===== config.mk =====
export PLATFORM = sky130hd
export DESIGN_NAME = color_key_corner_search
export DESIGN_NICKNAME = d
export VERILOG_FILES = /design/src/rtl/ckcs_pkg.sv /design/src/rtl/color_key_corner_search.sv
export SDC_FILE = /design/constraint.sdc
export NUM_CORES = 1
export LEC_CHECK = 0
export BUFFER_PORTS_ARGS = -buffer_cell sky130_fd_sc_hd__clkbuf_2
export CAP_MARGIN = 20
export CORE_MARGIN = 4
export CORE_UTILIZATION = 35
export DETAILED_ROUTE_END_ITERATION = 8
export GPL_TIMING_DRIVEN = 0
export PLACE_DENSITY = 0.59
export SKIP_CTS_REPAIR_TIMING = 1
export SKIP_LAST_GASP = 1
export SLEW_MARGIN = 25
export SYNTH_ARGS = -nofsm -noshare
export SYNTH_HDL_FRONTEND = slang
export SYNTH_SLANG_ARGS = --single-unit

===== constraint.sdc =====
create_clock -name clk -period 7.36 [get_ports clk]
set_input_delay 0.736 -clock clk [delete_from_list [all_inputs] [get_ports clk]]
set_output_delay 0.736 -clock clk [all_outputs]
set_load 0.01 [all_outputs]

===== src/rtl/ckcs_pkg.sv =====
`timescale 1ns / 1ps
`default_nettype none

package ckcs_pkg;

	// Field widths of the pixel stream and of the corner results.
	localparam int unsigned LUMA_W    = 8;
	localparam int unsigned CHROMA_W  = 8;
	localparam int unsigned ROW_W     = 9;
	localparam int unsigned COL_W     = 10;
	localparam int unsigned THR_W     = 10;
	localparam int unsigned KEY_W     = 24;
	localparam int unsigned CFG_IDX_W = 3;
	localparam int unsigned CFG_DAT_W = 24;

	localparam int unsigned IN_BITS    = 4 * LUMA_W + ROW_W + COL_W;
	localparam int unsigned IN_TDATA_W = ((IN_BITS + 7) / 8) * 8;
	localparam int unsigned OUT_BITS    = 2 * (ROW_W + COL_W);
	localparam int unsigned OUT_TDATA_W = ((OUT_BITS + 7) / 8) * 8;

	typedef enum logic [CFG_IDX_W-1:0] {
		CFG_LEFT_X      = 3'd0,
		CFG_LEFT_Y      = 3'd1,
		CFG_RIGHT_X     = 3'd2,
		CFG_RIGHT_Y     = 3'd3,
		CFG_LEFT_KEY    = 3'd4,
		CFG_RIGHT_KEY   = 3'd5,
		CFG_THRESHOLD   = 3'd6
	} cfg_index_t;

	localparam logic [KEY_W-1:0] KEY_RESET = 24'hFF8080;
	localparam logic [THR_W-1:0] THR_RESET = 10'd15;

	// One macropixel as held in the input stage.
	typedef struct packed {
		logic             frame_end;
		logic [COL_W-1:0] pair_column;
		logic [ROW_W-1:0] pixel_row;
		logic [7:0]       chroma_red;
		logic [7:0]       luma_second;
		logic [7:0]       chroma_blue;
		logic [7:0]       luma_first;
	} pixel_pair_t;

	// Kept corner position of one window.
	typedef struct packed {
		logic [ROW_W-1:0] row;
		logic [COL_W-1:0] col;
	} corner_t;

	function automatic logic [7:0] abs_diff(input logic [7:0] a, input logic [7:0] b);
		abs_diff = (a > b) ? (a - b) : (b - a);
	endfunction

	// Colour distance |Y-y| + |U-u| + |V-v|, at most 765.
	function automatic logic [THR_W-1:0] color_dist(input logic [7:0] y, input logic [7:0] u,
			input logic [7:0] v, input logic [KEY_W-1:0] key);
		color_dist = THR_W'(abs_diff(key[23:16], y)) + THR_W'(abs_diff(key[15:8], u))
			+ THR_W'(abs_diff(key[7:0], v));
	endfunction

endpackage

`default_nettype wire


===== src/rtl/color_key_corner_search.sv =====
`timescale 1ns / 1ps
`default_nettype none

// Colour-key corner search over a YUYV raster stream.
// The slave stream carries one macropixel per request: two luma samples sharing
// one U and one V sample, tagged with the row and the even column of the pair,
// with tlast set on the last pair of a frame. Each of two square windows, set
// by the configuration port, keeps the best matching pixel of the frame: the
// left window the one furthest towards row minus column, the right window the
// one furthest towards row plus column. On the tlast pair the master stream
// emits both kept positions as one request and the search starts afresh.
// A request is taken every cycle unless a tlast pair waits in the input stage
// behind a held result. A pair is registered in the input stage, where it is
// compared and the kept corners are updated; the result of a tlast pair goes
// from there into the output register and is offered until it is taken. The
// rate is set by the single compare-and-update step on the kept corners.
// When the receiver stalls, a held result keeps the next tlast pair waiting in
// the input stage, and with it the slave stream; the pairs ahead of that tlast
// pair keep flowing. Reset empties both stages and loads the register defaults;
// a write to any of the seven registers also restarts the search of both windows.
module color_key_corner_search #(
	parameter int unsigned FRAME_WIDTH  = 640,
	parameter int unsigned FRAME_HEIGHT = 480,
	parameter int unsigned RADIUS       = 25
) (
	input  wire logic                                clk,
	input  wire logic                                arst_n,
	// tdata: luma_first, chroma_blue, luma_second, chroma_red, pixel_row,
	// pair_column, zero fill
	input  wire logic                                s_axis_tvalid,
	output logic                                     s_axis_tready,
	input  wire logic [ckcs_pkg::IN_TDATA_W-1:0]     s_axis_tdata,
	input  wire logic                                s_axis_tlast,
	// tdata: left_corner_col, left_corner_row, right_corner_col,
	// right_corner_row, zero fill
	output logic                                     m_axis_tvalid,
	input  wire logic                                m_axis_tready,
	output logic [ckcs_pkg::OUT_TDATA_W-1:0]         m_axis_tdata,
	input  wire logic                                cfg_wen,
	input  wire logic [ckcs_pkg::CFG_IDX_W-1:0]      cfg_addr,
	input  wire logic [ckcs_pkg::CFG_DAT_W-1:0]      cfg_wdata
);
	import ckcs_pkg::*;

	localparam logic [10:0] RAD    = 11'(RADIUS);
	localparam logic [10:0] FW_LIM = 11'(FRAME_WIDTH);
	localparam logic [10:0] FH_LIM = 11'(FRAME_HEIGHT);

	// Configuration registers.
	logic [COL_W-1:0] left_x_q, right_x_q;
	logic [ROW_W-1:0] left_y_q, right_y_q;
	logic [KEY_W-1:0] left_key_q, right_key_q;
	logic [THR_W-1:0] thr_q;

	// Input stage, kept corners and output register.
	logic             valid_s1;
	pixel_pair_t      item_s1;
	logic             left_fresh_q, right_fresh_q;
	corner_t          left_best_q, right_best_q;
	logic             out_valid_q;
	corner_t          out_left_q, out_right_q;

	// Window bounds: start rounded down to even, end exclusive.
	logic [10:0] l_sx, l_ex, l_sy, l_ey, r_sx, r_ex, r_sy, r_ey;
	logic [10:0] l_cx, l_cy, r_cx, r_cy;
	corner_t     left_init, right_init, left_cur, right_cur, left_next, right_next;

	logic [COL_W-1:0] col0, col1;
	logic [10:0]      row_w, col0_w, col1_w;
	logic             l_in, r_in;
	logic [THR_W-1:0] l_d0, l_d1, r_d0, r_d1;
	logic             l_m0, l_m1, r_m0, r_m1;
	logic             l_upd, r_upd;
	logic             go_s1, cfg_hit;

	always_comb begin
		l_cx = 11'(left_x_q);
		l_cy = 11'(left_y_q);
		r_cx = 11'(right_x_q);
		r_cy = 11'(right_y_q);
		l_sx = (l_cx > RAD) ? ((l_cx - RAD) & ~11'd1) : 11'd0;
		l_sy = (l_cy > RAD) ? ((l_cy - RAD) & ~11'd1) : 11'd0;
		r_sx = (r_cx > RAD) ? ((r_cx - RAD) & ~11'd1) : 11'd0;
		r_sy = (r_cy > RAD) ? ((r_cy - RAD) & ~11'd1) : 11'd0;
		l_ex = (l_cx + RAD <= FW_LIM) ? (l_cx + RAD) : FW_LIM;
		l_ey = (l_cy + RAD <= FH_LIM) ? (l_cy + RAD) : FH_LIM;
		r_ex = (r_cx + RAD <= FW_LIM) ? (r_cx + RAD) : FW_LIM;
		r_ey = (r_cy + RAD <= FH_LIM) ? (r_cy + RAD) : FH_LIM;

		left_init.col  = COL_W'(l_ex - 11'd1);
		left_init.row  = ROW_W'(l_sy);
		right_init.col = COL_W'(r_sx);
		right_init.row = ROW_W'(r_sy);

		// A fresh window still holds its starting position.
		left_cur  = left_fresh_q  ? left_init  : left_best_q;
		right_cur = right_fresh_q ? right_init : right_best_q;
	end

	always_comb begin
		// Bit 0 of the pair column is ignored.
		col0   = {item_s1.pair_column[COL_W-1:1], 1'b0};
		col1   = {item_s1.pair_column[COL_W-1:1], 1'b1};
		row_w  = 11'(item_s1.pixel_row);
		col0_w = 11'(col0);
		col1_w = 11'(col1);

		l_in = (row_w >= l_sy) && (row_w < l_ey) && (col0_w >= l_sx) && (col0_w < l_ex);
		r_in = (row_w >= r_sy) && (row_w < r_ey) && (col0_w >= r_sx) && (col0_w < r_ex);

		l_d0 = color_dist(item_s1.luma_first,  item_s1.chroma_blue, item_s1.chroma_red, left_key_q);
		l_d1 = color_dist(item_s1.luma_second, item_s1.chroma_blue, item_s1.chroma_red, left_key_q);
		r_d0 = color_dist(item_s1.luma_first,  item_s1.chroma_blue, item_s1.chroma_red, right_key_q);
		r_d1 = color_dist(item_s1.luma_second, item_s1.chroma_blue, item_s1.chroma_red, right_key_q);
		l_m0 = l_d0 < thr_q;
		l_m1 = l_d1 < thr_q;
		r_m0 = r_d0 < thr_q;
		r_m1 = r_d1 < thr_q;

		// Left: row - col > best_row - best_col, rearranged to stay unsigned.
		left_next = left_cur;
		l_upd     = 1'b0;
		if (l_in && l_m0) begin
			if (row_w + 11'(left_cur.col) > 11'(left_cur.row) + col0_w) begin
				l_upd         = 1'b1;
				left_next.col = col0;
				left_next.row = item_s1.pixel_row;
			end
		end else if (l_in && l_m1) begin
			if (row_w + 11'(left_cur.col) > 11'(left_cur.row) + col1_w) begin
				l_upd         = 1'b1;
				left_next.col = col1;
				left_next.row = item_s1.pixel_row;
			end
		end

		// Right: the odd pixel is tested first.
		right_next = right_cur;
		r_upd      = 1'b0;
		if (r_in && r_m1) begin
			if (row_w + col1_w > 11'(right_cur.row) + 11'(right_cur.col)) begin
				r_upd          = 1'b1;
				right_next.col = col1;
				right_next.row = item_s1.pixel_row;
			end
		end else if (r_in && r_m0) begin
			if (row_w + col0_w > 11'(right_cur.row) + 11'(right_cur.col)) begin
				r_upd          = 1'b1;
				right_next.col = col0;
				right_next.row = item_s1.pixel_row;
			end
		end
	end

	// A pair leaves the input stage unless it ends a frame and the
	// previous result is still waiting.
	assign go_s1         = valid_s1 && (!item_s1.frame_end || !out_valid_q || m_axis_tready);
	assign s_axis_tready = !valid_s1 || go_s1;
	assign cfg_hit       = cfg_wen && (cfg_addr <= CFG_THRESHOLD);

	always_ff @(posedge clk or negedge arst_n) begin
		if (!arst_n) begin
			left_x_q    <= '0;
			left_y_q    <= '0;
			right_x_q   <= '0;
			right_y_q   <= '0;
			left_key_q  <= KEY_RESET;
			right_key_q <= KEY_RESET;
			thr_q       <= THR_RESET;
		end else if (cfg_wen) begin
			case (cfg_addr)
				CFG_LEFT_X:    left_x_q    <= cfg_wdata[COL_W-1:0];
				CFG_LEFT_Y:    left_y_q    <= cfg_wdata[ROW_W-1:0];
				CFG_RIGHT_X:   right_x_q   <= cfg_wdata[COL_W-1:0];
				CFG_RIGHT_Y:   right_y_q   <= cfg_wdata[ROW_W-1:0];
				CFG_LEFT_KEY:  left_key_q  <= cfg_wdata[KEY_W-1:0];
				CFG_RIGHT_KEY: right_key_q <= cfg_wdata[KEY_W-1:0];
				CFG_THRESHOLD: thr_q       <= cfg_wdata[THR_W-1:0];
				default: ;
			endcase
		end
	end

	always_ff @(posedge clk or negedge arst_n) begin
		if (!arst_n) begin
			valid_s1      <= 1'b0;
			left_fresh_q  <= 1'b1;
			right_fresh_q <= 1'b1;
			out_valid_q   <= 1'b0;
		end else begin
			if (s_axis_tready) begin
				valid_s1 <= s_axis_tvalid;
			end
			if (cfg_hit || (go_s1 && item_s1.frame_end)) begin
				left_fresh_q  <= 1'b1;
				right_fresh_q <= 1'b1;
			end else if (go_s1) begin
				if (l_upd) begin
					left_fresh_q <= 1'b0;
				end
				if (r_upd) begin
					right_fresh_q <= 1'b0;
				end
			end
			if (go_s1 && item_s1.frame_end) begin
				out_valid_q <= 1'b1;
			end else if (m_axis_tready) begin
				out_valid_q <= 1'b0;
			end
		end
	end

	always_ff @(posedge clk) begin
		if (s_axis_tready && s_axis_tvalid) begin
			item_s1.luma_first  <= s_axis_tdata[7:0];
			item_s1.chroma_blue <= s_axis_tdata[15:8];
			item_s1.luma_second <= s_axis_tdata[23:16];
			item_s1.chroma_red  <= s_axis_tdata[31:24];
			item_s1.pixel_row   <= s_axis_tdata[32 +: ROW_W];
			item_s1.pair_column <= s_axis_tdata[32 + ROW_W +: COL_W];
			item_s1.frame_end   <= s_axis_tlast;
		end
		if (go_s1 && l_upd) begin
			left_best_q <= left_next;
		end
		if (go_s1 && r_upd) begin
			right_best_q <= right_next;
		end
		if (go_s1 && item_s1.frame_end) begin
			out_left_q  <= left_next;
			out_right_q <= right_next;
		end
	end

	assign m_axis_tvalid = out_valid_q;
	assign m_axis_tdata  = OUT_TDATA_W'({out_right_q.row, out_right_q.col,
		out_left_q.row, out_left_q.col});

endmodule

`default_nettype wire


==> results.toml <==
[run_status]
outcome = "complete, no violations"

[power]
p_leak_nw = 11.3
vdd_ir_drop_max_uv = 388
total_power_w = 0.0134
p_per_area_mw_per_mm2 = 533

[grt]
grt_pass1_wl_um = 96100
grt_max_degree = 77
antenna_found_initial = 0
grt_usage_pct = 18.0
grt_overflow = 0
grt_pass1_vias = 17201

[drt]
num_vias = 17169
viasPerCell = 5.23
wl_um = 62900
drc = 0
firstDrtPassIters = 7
drt_iter0_drc = 878
ant_nets = 0
wl_per_cell_um = 19.2

[timing]
final-hold-violation-count = 0
post-route-period-util_pct = 95.2
rsz0062_at_grt = "no"
hold_ws_ps = 33.6
slew_violations = 0
min_period_ps = 7000
tightest_slew_ps = 935
fin_skew_ps = 33.3
maxClockFrequency_ghz = 0.143
setup_violations = 0
slew-limit-headroom_pct = 37.7

[cells_and_area]
fill_cells = 6222
syn_to_final_growth_pct = 12.8
drive_gt1_share_pct = 16.1
final_net_count = 2900
design_area_mm2 = 0.0251

[critical_path]
cp_max_fo = 10
cp-start-kind = "flop"
worst_path_largest_cell_delay_ps = 440
crit_type = "flop to flop"
cp.required_ps = 7690
arrival_ps = 7330
end_kind = "flop"
critPathSlowestCell = "fa_1"

[flow_run]
cap_viol_max_count = 0

[place]
io_buffers = 120
gp_congestion = 0.907
hpwl_um = 50300
place_area_mm2 = 0.0240

[clock_tree]
clock-sinks = 227
clk_root_buffer_cell = "clkbuf_16"
tritoncts = "built"
cts.clk_slew.worst_paths_ps = 60
clockBufferDepth = 3
clkLatencyLatePin_ps = 600
h-tree-depth = 1
numCtsBuffers = 29

[floorplan]
die_area_mm2 = 0.0676
core-area_mm2 = 0.0630
die_height_um = 260
die_w_um = 260
start_util_pct = 35.3
io-pin-count = 131
core.rowCount = 92

[logic_synthesis]
syn_avg_cell_area_um2 = 9.87
ys_dominant_reg_cell = "edfxtp_1"
seq_area_frac_synth_pct = 28.6
synth_area_mm2 = 0.0222
synthTopCellsByArea = "ha_1, edfxtp_1, dfrtp_1, fa_1, mux2_2"
ys_warn_count = 0
synth_area_leader_cell = "ha_1"
synth_cell_types = 94
synth_edf_count = 127
synth_top_area_share_pct = 19.1
async_flop_share_pct = 44.1
ys_seq_elements = 227
syn_inst = 2251

[worst_hold_path]
hold_path.class = "input port to asynchronous set/reset pin"
path summary, 6_finish.rpt:
check	startpoint	endpoint	slack, ps	depth (start not counted)
min reg2reg	thr_q[7]$_DFFE_PN0P_	thr_q[7]$_DFFE_PN0P_	510	1
max	right_key_q[16]$_DFFE_PN1P_	m_axis_tdata[28]$_DFFE_PP_	360	29
max reg2reg	right_key_q[16]$_DFFE_PN1P_	m_axis_tdata[28]$_DFFE_PP_	360	29
min	arst_n	right_y_q[6]$_DFFE_PN0P_	30	1
min in group clk	s_axis_tdata[47]	col0[6]$_DFFE_PP_	310	1
max in group asynchronous	arst_n	left_key_q[18]$_DFFE_PN1P_	6590	2
worst max-delay path: cells and delay by family (launching register included):
family / cells / cell delay, ps
buf+inv: 4 / 550
xor+xnor: 2 / 430
flops: 1 / 380
compound gates: 13 / 2750
fa+ha+maj: 5 / 1670
mux: 1 / 390
simple gates: 4 / 550
metal layers:
| layer | part of all wire [%] | vias to the layer above | track usage (%) |
|---|---|---|---|
| li1 | - | 8404 | - |
| met1 | 44 | 8292 | 23.0 |
| met2 | 49 | 376 | 31.7 |
| met3 | 4.5 | 97 | 2.62 |
| met4 | 3.4 | 0 | 5.44 |
| met5 | 0 | - | 0 |
cell usage after synthesis, types with 40 or more instances:
master	instances
ha_1	340
fa_1	58
nor2_1	82
nand2_1	151
o21ai_0	108
o21bai_1	40
inv_1	193
mux2_2	96
edfxtp_1	127
a21oi_1	169
xnor2_1	98
xor2_1	66
dfrtp_1	74
a21o_1	84
mux2i_1	53
clkbuf_1	43
nor2b_1	45
area by class of cell:
class / instances / area, um^2 / area share, %
Buffer: 70 / 370 / 1.48
Clock inverter: 16 / 149 / 0.594
Antenna cell: 1 / 2.50 / 0.00998
Tap cell: 846 / 1060 / 4.22
Sequential cell: 227 / 6350 / 25.3
Inverter: 193 / 724 / 2.89
Timing Repair Buffer: 129 / 737 / 2.94
Clock buffer: 36 / 772 / 3.08
Multi-Input combinational cell: 1763 / 14900 / 59.5
layout by cell type, fill, tap and decap left out, drive strengths merged, types with 13 or more instances in the layout:
master  count
a211oi     17
a21o       85
a21oi     169
a31oi      17
and2       13
buf        38
clkbuf    197
dfrtp      74
dfstp      26
edfxtp    127
fa         58
ha        340
inv       194
mux2      118
mux2i      53
nand2     152
nand2b     33
nand3      36
nand4      37
nor2       82
nor2b      45
nor3       26
o21a       15
o21ai     110
o21bai     40
xnor2      98
xor2       66
cell families after synthesis:
logic type / count (synthesis) / synth area share (%)
adders and majority gates: 399 / 24.4
other: 1 / 0.0169
muxes: 171 / 8.67
AOI/OAI and AO/OA: 546 / 16.2
buffers and inverters: 264 / 4.89
DFF: 227 / 28.6
and+or+nand+nor: 479 / 10.8
xor gates and xnor gates: 164 / 6.46
through the flow:
| stage | utilization [%] | setup TNS (ps) | cells | worst slack (ps) |
|---|---|---|---|---|
| finish | 39.8 | 0 | 3281 | 356 |
| global route | 39.8 | 0 | 3280 | 10.9 |
| CTS | 39.6 | -21000 | 3274 | -675 |
| detailed placement | 38.1 | -19140 | 3222 | -652 |
| global placement | 37.9 | -13660 | 3218 | -508 |
| floorplan | - | 0 | 2252 | 807 |
flip-flops by register name, indices dropped and copies added, names as in the netlist, 10 cells and up:
signal,flops
item_s1,42
left_best_q,19
left_key_q,24
left_x_q,10
m_axis_tdata,38
right_best_q,19
right_key_q,24
right_x_q,10
thr_q,10
power breakdown:
| group | switching [W] | internal [W] |
|---|---|---|
| registers | 0.000172 | 0.00168 |
| clock network | 0.000592 | 0.000812 |
| logic | 0.00568 | 0.00444 |
| total | 0.00644 | 0.00693 |
Power figures use the tool's default switching activity.
